`src/hdl/tmbb_pkg.sv`:
```
// Shared constants, action codes and controller/datapath interface types.
package tmbb_pkg;

	localparam int GROUP_COUNT_DEF = 4;
	localparam int GROUP_BYTES_DEF = 64;
	localparam int HEADER_LEN      = 4;
	localparam logic [31:0] TIMEOUT_RESET = 32'd5000;

	localparam logic [1:0] ACT_TICK  = 2'd0;
	localparam logic [1:0] ACT_START = 2'd1;
	localparam logic [1:0] ACT_BYTE  = 2'd2;
	localparam logic [1:0] ACT_EXEC  = 2'd3;

	localparam logic KIND_STATUS = 1'b0;
	localparam logic KIND_BYTE   = 1'b1;
	localparam logic STAT_OK     = 1'b0;
	localparam logic STAT_BUSY   = 1'b1;

	typedef struct packed {
		logic       load;
		logic       do_tick;
		logic       do_pay;
		logic       do_claim;
		logic       do_find;
		logic       do_accept;
		logic       do_busy;
		logic       hdr_wr;
		logic [1:0] hdr_idx;
		logic       free_g;
		logic       rcnt_clr;
		logic       rcnt_inc;
		logic       rd_issue;
		logic       out_load;
		logic       out_kind;
		logic       out_status;
	} cmd_t;

	typedef struct packed {
		logic [1:0] action;
		logic       gval;
		logic       fits;
		logic       fill_zero;
		logic       rlast;
		logic       out_free;
	} sts_t;

endpackage

```
`src/hdl/tmbb_ctrl.sv`:
```
// Sequencing state machine for the message batch buffer.
module tmbb_ctrl (
	input  logic          clk,
	input  logic          arst_n,
	input  logic          in_valid,
	output logic          in_stall,
	input  tmbb_pkg::sts_t sts,
	output tmbb_pkg::cmd_t cmd
);

	localparam logic [2:0] S_IDLE = 3'd0;
	localparam logic [2:0] S_EVAL = 3'd1;
	localparam logic [2:0] S_FIT  = 3'd2;
	localparam logic [2:0] S_HDR  = 3'd3;
	localparam logic [2:0] S_STAT = 3'd4;
	localparam logic [2:0] S_XCHK = 3'd5;
	localparam logic [2:0] S_RD   = 3'd6;
	localparam logic [2:0] S_RW   = 3'd7;

	logic [2:0] state_q, state_d;
	logic [1:0] hcnt_q, hcnt_d;
	logic       stat_q, stat_d;

	assign in_stall = (state_q != S_IDLE);

	always_comb begin
		state_d = state_q;
		hcnt_d  = hcnt_q;
		stat_d  = stat_q;
		cmd     = '0;
		cmd.hdr_idx = hcnt_q;
		case (state_q)
			S_IDLE: begin
				if (in_valid) begin
					cmd.load = 1'b1;
					state_d  = S_EVAL;
				end
			end
			S_EVAL: begin
				case (sts.action)
					tmbb_pkg::ACT_TICK: begin
						cmd.do_tick = 1'b1;
						state_d     = S_IDLE;
					end
					tmbb_pkg::ACT_START: begin
						cmd.do_claim = 1'b1;
						state_d      = S_FIT;
					end
					tmbb_pkg::ACT_BYTE: begin
						cmd.do_pay = 1'b1;
						state_d    = S_IDLE;
					end
					default: begin
						cmd.do_find = 1'b1;
						state_d     = S_XCHK;
					end
				endcase
			end
			S_FIT: begin
				if (!sts.gval || !sts.fits) begin
					cmd.do_busy = 1'b1;
					stat_d      = tmbb_pkg::STAT_BUSY;
					state_d     = S_STAT;
				end else begin
					cmd.do_accept = 1'b1;
					hcnt_d        = 2'd0;
					state_d       = S_HDR;
				end
			end
			S_HDR: begin
				cmd.hdr_wr = 1'b1;
				hcnt_d     = hcnt_q + 2'd1;
				if (hcnt_q == 2'd3) begin
					stat_d  = tmbb_pkg::STAT_OK;
					state_d = S_STAT;
				end
			end
			S_STAT: begin
				if (sts.out_free) begin
					cmd.out_load   = 1'b1;
					cmd.out_kind   = tmbb_pkg::KIND_STATUS;
					cmd.out_status = stat_q;
					state_d        = S_IDLE;
				end
			end
			S_XCHK: begin
				stat_d = tmbb_pkg::STAT_OK;
				if (!sts.gval) begin
					state_d = S_STAT;
				end else if (sts.fill_zero) begin
					cmd.free_g = 1'b1;
					state_d    = S_STAT;
				end else begin
					cmd.rcnt_clr = 1'b1;
					state_d      = S_RD;
				end
			end
			S_RD: begin
				cmd.rd_issue = 1'b1;
				state_d      = S_RW;
			end
			S_RW: begin
				if (sts.out_free) begin
					cmd.out_load   = 1'b1;
					cmd.out_kind   = tmbb_pkg::KIND_BYTE;
					cmd.out_status = tmbb_pkg::STAT_OK;
					if (sts.rlast) begin
						cmd.free_g = 1'b1;
						state_d    = S_IDLE;
					end else begin
						cmd.rcnt_inc = 1'b1;
						state_d      = S_RD;
					end
				end
			end
			default: state_d = S_IDLE;
		endcase
	end

	always_ff @(posedge clk or negedge arst_n) begin
		if (!arst_n) begin
			state_q <= S_IDLE;
			hcnt_q  <= 2'd0;
			stat_q  <= tmbb_pkg::STAT_OK;
		end else begin
			state_q <= state_d;
			hcnt_q  <= hcnt_d;
			stat_q  <= stat_d;
		end
	end

endmodule

```
`src/hdl/tmbb_dp.sv`:
```
// Datapath: group table, byte store, item latch and output register.
module tmbb_dp #(
	parameter int GROUP_COUNT = tmbb_pkg::GROUP_COUNT_DEF,
	parameter int GROUP_BYTES = tmbb_pkg::GROUP_BYTES_DEF
) (
	input  logic          clk,
	input  logic          arst_n,
	input  tmbb_pkg::cmd_t cmd,
	output tmbb_pkg::sts_t sts,
	input  logic          cfg_valid,
	input  logic [31:0]   cfg_data,
	input  logic [1:0]    action,
	input  logic [31:0]   now_ms,
	input  logic [7:0]    tag,
	input  logic [15:0]   entry_type,
	input  logic [15:0]   body_len,
	input  logic [7:0]    data_byte,
	input  logic          out_stall,
	output logic          out_valid,
	output logic          kind,
	output logic          status,
	output logic [7:0]    replay_byte,
	output logic          last
);

	localparam int GW = (GROUP_COUNT > 1) ? $clog2(GROUP_COUNT) : 1;
	localparam int FW = $clog2(GROUP_BYTES + 1);
	localparam int AW = $clog2(GROUP_COUNT * GROUP_BYTES);

	logic [31:0] timeout_q;
	logic [1:0]  action_q;
	logic [31:0] now_q;
	logic [7:0]  tag_q;
	logic [15:0] type_q;
	logic [15:0] plen_q;
	logic [7:0]  data_q;

	logic          active_q [GROUP_COUNT];
	logic [7:0]    gtag_q   [GROUP_COUNT];
	logic [FW-1:0] fill_q   [GROUP_COUNT];
	logic [31:0]   stamp_q  [GROUP_COUNT];

	logic [GW-1:0] wg_q, g_q;
	logic          gval_q;
	logic [15:0]   pending_q;
	logic          dropping_q;
	logic [FW-1:0] ridx_q;

	logic [7:0] mem_q [GROUP_COUNT * GROUP_BYTES];
	logic [7:0] rdata_q;

	logic          out_valid_q, kind_q, status_q, last_q;
	logic [7:0]    byte_q;

	// tag match and lowest free slot
	logic          found, free_ok;
	logic [GW-1:0] fidx, freeidx;
	always_comb begin
		found   = 1'b0;
		free_ok = 1'b0;
		fidx    = '0;
		freeidx = '0;
		for (int i = 0; i < GROUP_COUNT; i++) begin
			if (!found && active_q[i] && gtag_q[i] == tag_q) begin
				found = 1'b1;
				fidx  = GW'(i);
			end
			if (!free_ok && !active_q[i]) begin
				free_ok = 1'b1;
				freeidx = GW'(i);
			end
		end
	end

	logic [FW-1:0] gfill;
	logic [16:0]   need;
	assign gfill = fill_q[g_q];
	assign need  = 17'(gfill) + 17'(tmbb_pkg::HEADER_LEN) + 17'(plen_q);

	logic pay_ok;
	assign pay_ok = cmd.do_pay && pending_q != 16'd0 && !dropping_q && active_q[wg_q] &&
		(fill_q[wg_q] < FW'(GROUP_BYTES));

	logic [GW-1:0] wgrp;
	logic [AW-1:0] waddr, raddr;
	logic [7:0]    wdata;
	logic          we;
	assign wgrp  = cmd.hdr_wr ? g_q : wg_q;
	assign waddr = AW'(wgrp) * AW'(GROUP_BYTES) + AW'(fill_q[wgrp]);
	assign raddr = AW'(g_q) * AW'(GROUP_BYTES) + AW'(ridx_q);
	assign we    = cmd.hdr_wr || pay_ok;
	always_comb begin
		wdata = data_q;
		if (cmd.hdr_wr) begin
			case (cmd.hdr_idx)
				2'd0:    wdata = type_q[7:0];
				2'd1:    wdata = type_q[15:8];
				2'd2:    wdata = plen_q[7:0];
				default: wdata = plen_q[15:8];
			endcase
		end
	end

	always_ff @(posedge clk) begin
		if (we)
			mem_q[waddr] <= wdata;
		if (cmd.rd_issue)
			rdata_q <= mem_q[raddr];
	end

	always_ff @(posedge clk) begin
		if (cmd.load) begin
			action_q <= action;
			now_q    <= now_ms;
			tag_q    <= tag;
			type_q   <= entry_type;
			plen_q   <= body_len;
			data_q   <= data_byte;
		end
	end

	always_ff @(posedge clk or negedge arst_n) begin
		if (!arst_n) begin
			timeout_q <= tmbb_pkg::TIMEOUT_RESET;
		end else if (cfg_valid) begin
			timeout_q <= cfg_data;
		end
	end

	always_ff @(posedge clk or negedge arst_n) begin
		if (!arst_n) begin
			for (int i = 0; i < GROUP_COUNT; i++) begin
				active_q[i] <= 1'b0;
				gtag_q[i]   <= '0;
				fill_q[i]   <= '0;
				stamp_q[i]  <= '0;
			end
			wg_q       <= '0;
			g_q        <= '0;
			gval_q     <= 1'b0;
			pending_q  <= '0;
			dropping_q <= 1'b0;
			ridx_q     <= '0;
		end else begin
			if (cmd.do_claim) begin
				gval_q <= found || free_ok;
				g_q    <= found ? fidx : freeidx;
				if (!found && free_ok) begin
					active_q[freeidx] <= 1'b1;
					gtag_q[freeidx]   <= tag_q;
					fill_q[freeidx]   <= '0;
				end
			end
			if (cmd.do_find) begin
				gval_q <= found;
				g_q    <= fidx;
			end
			if (cmd.do_tick) begin
				for (int i = 0; i < GROUP_COUNT; i++) begin
					if (active_q[i] && (now_q - stamp_q[i]) > timeout_q) begin
						active_q[i] <= 1'b0;
						fill_q[i]   <= '0;
						if (wg_q == GW'(i)) begin
							pending_q  <= '0;
							dropping_q <= 1'b0;
						end
					end
				end
			end
			if (cmd.do_pay && pending_q != 16'd0)
				pending_q <= pending_q - 16'd1;
			if (pay_ok)
				fill_q[wg_q] <= fill_q[wg_q] + FW'(1);
			if (cmd.do_accept) begin
				stamp_q[g_q] <= now_q;
				wg_q         <= g_q;
				pending_q    <= plen_q;
				dropping_q   <= 1'b0;
			end
			if (cmd.do_busy) begin
				pending_q  <= plen_q;
				dropping_q <= 1'b1;
			end
			if (cmd.hdr_wr)
				fill_q[g_q] <= fill_q[g_q] + FW'(1);
			if (cmd.free_g) begin
				active_q[g_q] <= 1'b0;
				fill_q[g_q]   <= '0;
				if (wg_q == g_q) begin
					pending_q  <= '0;
					dropping_q <= 1'b0;
				end
			end
			if (cmd.rcnt_clr)
				ridx_q <= '0;
			else if (cmd.rcnt_inc)
				ridx_q <= ridx_q + FW'(1);
		end
	end

	logic rlast;
	assign rlast = (ridx_q + FW'(1)) == gfill;

	always_ff @(posedge clk or negedge arst_n) begin
		if (!arst_n) begin
			out_valid_q <= 1'b0;
		end else if (cmd.out_load) begin
			out_valid_q <= 1'b1;
		end else if (!out_stall) begin
			out_valid_q <= 1'b0;
		end
	end

	always_ff @(posedge clk) begin
		if (cmd.out_load) begin
			kind_q   <= cmd.out_kind;
			status_q <= cmd.out_status;
			byte_q   <= (cmd.out_kind == tmbb_pkg::KIND_BYTE) ? rdata_q : 8'd0;
			last_q   <= (cmd.out_kind == tmbb_pkg::KIND_STATUS) || rlast;
		end
	end

	assign sts.action    = action_q;
	assign sts.gval      = gval_q;
	assign sts.fits      = need <= 17'(GROUP_BYTES);
	assign sts.fill_zero = gfill == '0;
	assign sts.rlast     = rlast;
	assign sts.out_free  = !out_valid_q || !out_stall;

	assign out_valid   = out_valid_q;
	assign kind        = kind_q;
	assign status      = status_q;
	assign replay_byte = byte_q;
	assign last        = last_q;

endmodule

```
`src/hdl/tagged_message_batch_buffer.sv`:
```
// Top level of the tagged message batch buffer: controller, datapath and checks.
// One item is in work at a time. An accepted message start writes its four header bytes
// one after another through the single store write port, and an execute of a stored group
// sends each byte through the registered store read before the output register; output
// stall can hold an item in work longer. The byte store needs no clearing after reset.
module tagged_message_batch_buffer #(
	parameter int GROUP_COUNT = tmbb_pkg::GROUP_COUNT_DEF,
	parameter int GROUP_BYTES = tmbb_pkg::GROUP_BYTES_DEF
) (
	input  logic        clk,
	input  logic        arst_n,
	input  logic        cfg_valid,
	output logic        cfg_ready,
	input  logic [31:0] cfg_data,
	input  logic        in_valid,
	output logic        in_stall,
	input  logic [1:0]  action,
	input  logic [31:0] now_ms,
	input  logic [7:0]  tag,
	input  logic [15:0] entry_type,
	input  logic [15:0] body_len,
	input  logic [7:0]  data_byte,
	output logic        out_valid,
	input  logic        out_stall,
	output logic        kind,
	output logic        status,
	output logic [7:0]  replay_byte,
	output logic        last
);

	tmbb_pkg::cmd_t cmd;
	tmbb_pkg::sts_t sts;

	assign cfg_ready = 1'b1;

	tmbb_ctrl u_ctrl (
		.clk      (clk),
		.arst_n   (arst_n),
		.in_valid (in_valid),
		.in_stall (in_stall),
		.sts      (sts),
		.cmd      (cmd)
	);

	tmbb_dp #(
		.GROUP_COUNT (GROUP_COUNT),
		.GROUP_BYTES (GROUP_BYTES)
	) u_dp (
		.clk         (clk),
		.arst_n      (arst_n),
		.cmd         (cmd),
		.sts         (sts),
		.cfg_valid   (cfg_valid && cfg_ready),
		.cfg_data    (cfg_data),
		.action      (action),
		.now_ms      (now_ms),
		.tag         (tag),
		.entry_type  (entry_type),
		.body_len    (body_len),
		.data_byte   (data_byte),
		.out_stall   (out_stall),
		.out_valid   (out_valid),
		.kind        (kind),
		.status      (status),
		.replay_byte (replay_byte),
		.last        (last)
	);

	// one transaction in work at a time
	a_one_item: assert property (@(posedge clk) disable iff (!arst_n)
		in_valid && !in_stall |=> in_stall)
		else $error("input taken while previous item still in work");

	a_status_last: assert property (@(posedge clk) disable iff (!arst_n)
		out_valid && kind == tmbb_pkg::KIND_STATUS |-> last)
		else $error("status result without last");

	a_byte_ok: assert property (@(posedge clk) disable iff (!arst_n)
		out_valid && kind == tmbb_pkg::KIND_BYTE |-> status == tmbb_pkg::STAT_OK)
		else $error("replayed byte flagged busy");

	a_no_load_over: assert property (@(posedge clk) disable iff (!arst_n)
		cmd.out_load |-> sts.out_free)
		else $error("output register overwritten");

endmodule

```
`config.mk`:
```
export PLATFORM = sky130hd
export DESIGN_NAME = tagged_message_batch_buffer
export DESIGN_NICKNAME = d
export VERILOG_FILES = /design/src/hdl/tmbb_pkg.sv /design/src/hdl/tmbb_ctrl.sv /design/src/hdl/tmbb_dp.sv /design/src/hdl/tagged_message_batch_buffer.sv
export SDC_FILE = /design/constraint.sdc
export NUM_CORES = 2
export LEC_CHECK = 0
export BUFFER_PORTS_ARGS = -buffer_cell sky130_fd_sc_hd__buf_2
export CAP_MARGIN = 15
export CORE_MARGIN = 2
export CORE_UTILIZATION = 50
export CTS_CLUSTER_SIZE = 30
export DETAILED_ROUTE_END_ITERATION = 16
export PLACE_DENSITY = 0.66
export SKIP_CTS_REPAIR_TIMING = 1
export SLEW_MARGIN = 20
export SYNTH_ARGS = -nofsm -noshare
export SYNTH_HDL_FRONTEND = slang
export SYNTH_SLANG_ARGS = --single-unit
```
`constraint.sdc`:
```
create_clock -name clk -period 27.8 [get_ports clk]
set_input_delay 1.39 -clock clk [delete_from_list [all_inputs] [get_ports clk]]
set_output_delay 1.39 -clock clk [all_outputs]
set_load 0.01 [all_outputs]
```
# Word-level counts from Yosys, hierarchy flattened
# Memory sizes are Yosys's and may differ from the RTL's. A register that Yosys moved wholly into a read port is not among the register bits.
# Index checks and enable logic that the tools add are counted.
[word_totals] memories=1 ramBits=2048 register_bits=353 in_bits=119
[memory_table] name="u_dp.mem_q" words=256 width=8 read_ports=1 rd_clocked_by_memory_dff=1 write_ports=1 line="tmbb_dp.sv:49" text="logic [7:0] mem_q [GROUP_COUNT * GROUP_BYTES];"
[classes] reduce_logical=58 muxes=145 n_eq_ne=28 bitwise_logic=12 add_sub_neg=13 order_cmp=13
[ops] operator="2-to-1 mux 16 bit" count=15
[ops] operator="2-to-1 mux 28 bit" count=6
[ops] operator="bitwise mux 128 bit" count=1
[ops] operator="greater-than comparator 32 bit" count=4
[ops] operator="subtractor 32 bit" count=4
[ops] operator="2-to-1 mux 7 bit" count=15
[ops] operator="demux 32 bit (select 2 bit)" count=1
[ops] operator="2-to-1 mux 1 bit" count=58
[ops] operator="bitwise AND 28 bit" count=2
[ops] operator="bitwise mux 28 bit" count=2
[ops] operator="NOT 28 bit" count=2
[ops] operator="binary-select mux 7 bit (select 2 bit)" count=3
[ops] operator="demux 7 bit (select 2 bit)" count=3
[ops] operator="bitwise mux 32 bit" count=1
[ops] operator="== test 8 bit" count=4
[ops] operator="2-to-1 mux 32 bit" count=1
[ops] operator="2-to-1 mux 2 bit" count=13
[ops] operator="2-to-1 mux 3 bit" count=8
[ops] operator="one-hot mux 3 bit (8 select lines)" count=1
[ops] operator="one-hot mux 8 bit (3 select lines)" count=1
[ops] operator="logical AND 1 bit" count=22
[ops] operator="adder 7 x 1 -> 7 bit, second input constant" count=3
[ops] operator="2-to-1 mux 4 bit" count=5
[ops] operator="adder 17 x 16 -> 17 bit" count=1
[ops] operator="other kinds (43)" count=93

# Longest topological paths before layout
[logic_depth] word_depth=27 ltp_mapped=26 ltp_nobuf=25

# Hierarchy
# A second synthesis with hierarchy kept.
[hier_totals] cells_unflattened=6671 hier_area_um2=105316.0
[modules_own_cells] module="tmbb_dp" instances=1 area_per_inst_um2=104768.0 cells_each=6601
[modules_own_cells] module="tmbb_ctrl" instances=1 area_per_inst_um2=536.8 cells_each=68
[modules_own_cells] module="tagged_message_batch_buffer" instances=1 area_per_inst_um2=11.3 cells_each=2

# Worst setup path after synthesis
# Ideal clock, no wire load.
[synth_timing] path_kind="register to register" startpoint="register u_ctrl.hcnt_q[0]" endpoint="memory u_dp.mem_q[0][3] (data pin)" setup_slack_ns=14.508 period_less_slack_ns=13.292 path_stages_with_launch=6 n_path_buf=2 t_arrival_ns=11.105 required_time_ns=25.613 cell_sequence="dfrtp_1 > ha_1 > clkbuf_1 > clkbuf_1 > a21oi_1 > o21ai_0"
[synth_via] elab_chain_len=3
[synth_lines] element="start, declared" line="tmbb_ctrl.sv:21" text="logic [1:0] hcnt_q, hcnt_d;"
[synth_lines] element="start signal, assigned" line="tmbb_ctrl.sv:127" text="hcnt_q <= hcnt_d;"
[synth_lines] element="== test 2 bit (tied with other cells)" line="tmbb_dp.sv:95" text="case (cmd.hdr_idx)"
[synth_lines] element="one-hot mux 8 bit (3 select lines) *" line="tmbb_dp.sv:95"
[synth_lines] element="2-to-1 mux 8 bit *" line="tmbb_dp.sv:94" text="if (cmd.hdr_wr) begin"
[synth_lines] element="net u_dp.wdata[3]" line="tmbb_dp.sv:86" text="logic [7:0] wdata;"
[synth_lines] element="end, declared" line="tmbb_dp.sv:49"
# The timed path passes the listed nets; every way through them passes the cells marked *.

# Worst setup path in the final report
[layout_timing] startpoint="register u_dp.now_q[1]" endpoint="register u_dp.fill_q[0] (netlist name)"
[layout_via] elab_chain_len=11
[layout_lines] element="start, declared" line="tmbb_dp.sv:32" text="logic [31:0] now_q;"
[layout_lines] element="start signal, assigned" line="tmbb_dp.sv:114" text="now_q <= now_ms;"
[layout_lines] element="subtractor 32 bit *" line="tmbb_dp.sv:160" text="if (active_q[i] && (now_q - stamp_q[i]) > timeout_q) begin"
[layout_lines] element="greater-than comparator 32 bit *" line="tmbb_dp.sv:160"
[layout_lines] element="logical AND 1 bit *" line="tmbb_dp.sv:160"
[layout_lines] element="2-to-1 mux 7 bit *" line="tmbb_dp.sv:160"
[layout_lines] element="2-to-1 mux 28 bit *" line="tmbb_dp.sv:158" text="if (cmd.do_tick) begin"
[layout_lines] element="bitwise mux 28 bit" line="tmbb_dp.sv:173" text="fill_q[wg_q] <= fill_q[wg_q] + FW'(1);"
[layout_lines] element="2-to-1 mux 28 bit *" line="tmbb_dp.sv:172" text="if (pay_ok)"
[layout_lines] element="bitwise mux 28 bit" line="tmbb_dp.sv:185" text="fill_q[g_q] <= fill_q[g_q] + FW'(1);"
[layout_lines] element="2-to-1 mux 28 bit *" line="tmbb_dp.sv:184" text="if (cmd.hdr_wr)"
[layout_lines] element="bitwise AND 28 bit (no source line)"
[layout_lines] element="2-to-1 mux 28 bit *" line="tmbb_dp.sv:186" text="if (cmd.free_g) begin"
[layout_lines] element="end signal, assigned by index" line="tmbb_dp.sv:173"
[layout_lines] element="end signal, assigned by index" line="tmbb_dp.sv:185"
[layout_lines] element="end, declared" line="tmbb_dp.sv:40" text="logic [FW-1:0] fill_q [GROUP_COUNT];"
# Mark *: on every way between the ends. The rest lies on a longest branch, timed or not.
# A chain may end at the register's enable or synchronous reset.

==> out/qor.yml <==
yosysWarnings: 0
fin_hold_ws_ns: 0.491
dr_total_vias: 54889
met2_wirelength_um: 118000
rows: 167
ys_seq_area_share_pct: 68.4
grt_max_degree: 225
r2r_start: "u_dp.now_q[1]"
syn_area_um2: 104000
cts_made_buffers: 238
path_clk_slew_ns: 0.06
r2r-end: "u_dp.fill_q[0]"
htree_levels: 4
root_buffer: "clkbuf_16"
synth_cell_types: 87
cts_max_path_buffers: 3
grt_antenna_before_repair: 9
fillers: 15628
grt_overflow: 0
vias_per_cell: 6.21
area_growth_pct: 11.7
hold_path_class: "register to register"
total_power_uw: 11200
setup_violations: 0
ant_nets: 0
postSynth.topFlopCell: "edfxtp_1"
grt_pass1_vias: 54505
die_area_um2: 211000
ff2ff_setup_slack_ns: 21.14
die_x_um: 460
crit_fanout: 12
relSlewSlack_pct: 22.6
start_util_pct: 50.2
syn-instance-count: 5731
power_density_nw_per_um2: 96.4
vdd_drop_max_mv: 0.0775
drive_above_1_share_pct: 24.2
setup_tns_ns: 0
drt_iter0_markers: 6030
critPathArrivalTime_ns: 7.38
start_kind: "register"
gp_congestion: 0.887
crit_type: "register to register"
grt_pass1_wl_um: 369000
hold_viol_final: 0
fmax_mhz: 150
p_leak_uw: 0.0383
cp-endpoint: "u_dp.fill_q[0]"
dp_slack_ns: 20.98
io-pin-count: 133
post-dp-hpwl_um: 158000
syn_area_per_cell_um2: 18.1
final_cell_mix: "edfxtp_1, mux4_2, nor2_1"
synth_edf_count: 2149
wl_met3_um: 19800
endpoint_kind: "register"
required_ns: 28.52
tritoncts: "yes"
skew_ns: 0.0474
io_buffers: 131
setup_ws_ns: 21.14
timing.final.max_slew_violations: 0
top_layer: "met5"
wirelength_um: 250000
wl_met1_um: 106000
final_common_cell: "edfxtp_1"
core_um2: 207000
synth-async-reset-ratio_pct: 10.8
grt_util_all_layers_pct: 23.6
nets: 6327
wl_per_cell_um: 28.3
synth_nets: 6129
ys_ff_latch: 2409
startpoint: "u_dp.now_q[1]"
clock_sinks: 2409
drtPass1Iterations: 5
clk-insertion-delay-late_ns: 0.86
worstMarginPinSlew_ns: 1.16
post-route-min-period_ns: 6.66
status: "finished clean"
fin_crit_sh_pct: 24.0
die-height_um: 460
max_cap_violations: 0
grt_setup_unrepaired: "no"
route.detailed.drc: 0
rr_worst_depth: 21
how the worst min path moves through the flow:
stage / from / to / slack [ns] / cells after the start
2_1_floorplan: u_dp.stamp_q[18] / u_dp.stamp_q[18] / 0.46 / 1
3_3_place_gp: u_dp.stamp_q[19] / u_dp.stamp_q[19] / 0.47 / 1
3_5_place_dp: u_dp.stamp_q[18] / u_dp.stamp_q[18] / 0.48 / 1
4_1_cts: u_dp.stamp_q[18] / u_dp.stamp_q[18] / 0.49 / 1
5_1_grt: u_dp.stamp_q[18] / u_dp.stamp_q[18] / 0.50 / 1
6_report: u_dp.stamp_q[64] / u_dp.stamp_q[64] / 0.49 / 1
logic make-up (layout without fill, tap and decap cells):
logic type	after synthesis	count (layout)	synth area share, %
buffers and inverters	461	867	1.75
AOI/OAI and AO/OA	598	598	3.79
adders and majority gates	279	279	3.40
and+or+nand+nor	921	921	4.03
other	1	2	0.00361
DFF	2409	2409	68.4
muxes	869	869	17.0
xor gates and xnor gates	193	193	1.63
registers in the layout (all words and copies together) (netlist names), 2 cells and up:
signal            cells
u_dp.gtag_q          32
u_dp.now_q           32
u_dp.rdata_q          8
u_ctrl.hcnt_q         2
u_dp.ridx_q           7
u_dp.type_q          16
u_dp.pending_q       16
u_dp.stamp_q        128
u_dp.action_q         2
u_dp.tag_q            8
u_dp.g_q              2
u_ctrl.state_q        3
u_dp.mem_q         2048
u_dp.active_q         4
u_dp.fill_q          28
u_dp.wg_q             2
u_dp.plen_q          16
u_dp.timeout_q       32
u_dp.data_q           8
u_dp.replay_byte      8
cell type report:
type,count,area [um^2],area share (%)
inverter,209,785,0.676
clock inverter,153,1780,1.53
multi-input combinational,2861,31200,26.9
clock buffer,295,6280,5.42
antenna,1,2.50,0.00216
sequential,2409,71100,61.3
timing repair buffer,210,1540,1.32
tap,2704,3380,2.92
report_power, final:
group	total, uW	switching [uW]	internal [uW]
Clock	3300	1370	1930
Sequential	4550	143	4410
Combinational	3330	1950	1380
Total	11200	3460	7720
synth_stat cells, types with 8 or more instances:
library cell     n  area share, %
a21o_1          86           0.62
dfrtp_1        255            6.1
nor4_1          11          0.066
and2_1          24           0.14
a221oi_1        24           0.20
or2_2            9          0.054
o211ai_1        16           0.12
a211oi_1        21           0.15
clkbuf_1       154           0.56
o21bai_1        14           0.10
nor2b_1         32           0.19
xnor2_1        109           0.92
nor2_1         429            1.5
o31ai_1          8          0.058
o21a_1          36           0.26
nand4_1         39           0.23
or3_1           16          0.096
nand2_1        194           0.70
mux4_2         701             15
and3_1          22           0.13
buf_2           60           0.29
a21boi_0         9          0.065
nand2b_1        22           0.13
o21ai_1         11          0.053
ha_1           274            3.3
xor2_1          84           0.71
a21oi_1        134           0.65
a222oi_1         8          0.077
buf_1           34           0.12
a31oi_1         13          0.078
o31a_1           9          0.076
mux2_2         161            1.7
inv_1          208           0.75
edfxtp_1      2149             62
nand3_1         39           0.19
o21ai_0        138           0.66
nor3_1          46           0.22
metal layers:
metal  track usage, %  vias to the layer above
li1                 -                    23397
met1             34.6                    28845
met2             36.8                     2289
met3             4.25                      352
met4             6.57                        6
met5                0                        -
metrics by stage:
stage / area (um^2) / instances / util (%)
after floorplan: 104000 / 5731 / -
after global placement: 108000 / 8385 / 52.1
after detailed placement: 108000 / 8386 / 52.1
after CTS: 116000 / 8834 / 56.0
after global routing: 116000 / 8842 / 56.1
final: 116000 / 8842 / 56.1
worst max-delay path, stage by stage, from the launching register on:
cell and delay, ns:
edfxtp_1 0.65, ha_1 0.32, nor2b_1 0.14, o31a_1 0.29, o41a_1 0.36, o21ai_1 0.39, a21oi_1 0.19, o211ai_1 0.46
a21boi_1 0.19, a2111o_1 0.43, a31oi_1 0.20, xnor2_1 0.10, ha_1 0.30, nand3_1 0.09, or3_1 0.38, or2_2 0.32
or3_1 0.38, nand3_1 0.09, a21oi_1 0.11, nor3_2 0.68, a221oi_1 0.17, a211oi_1 0.26
Power figures use the tool's default switching activity.
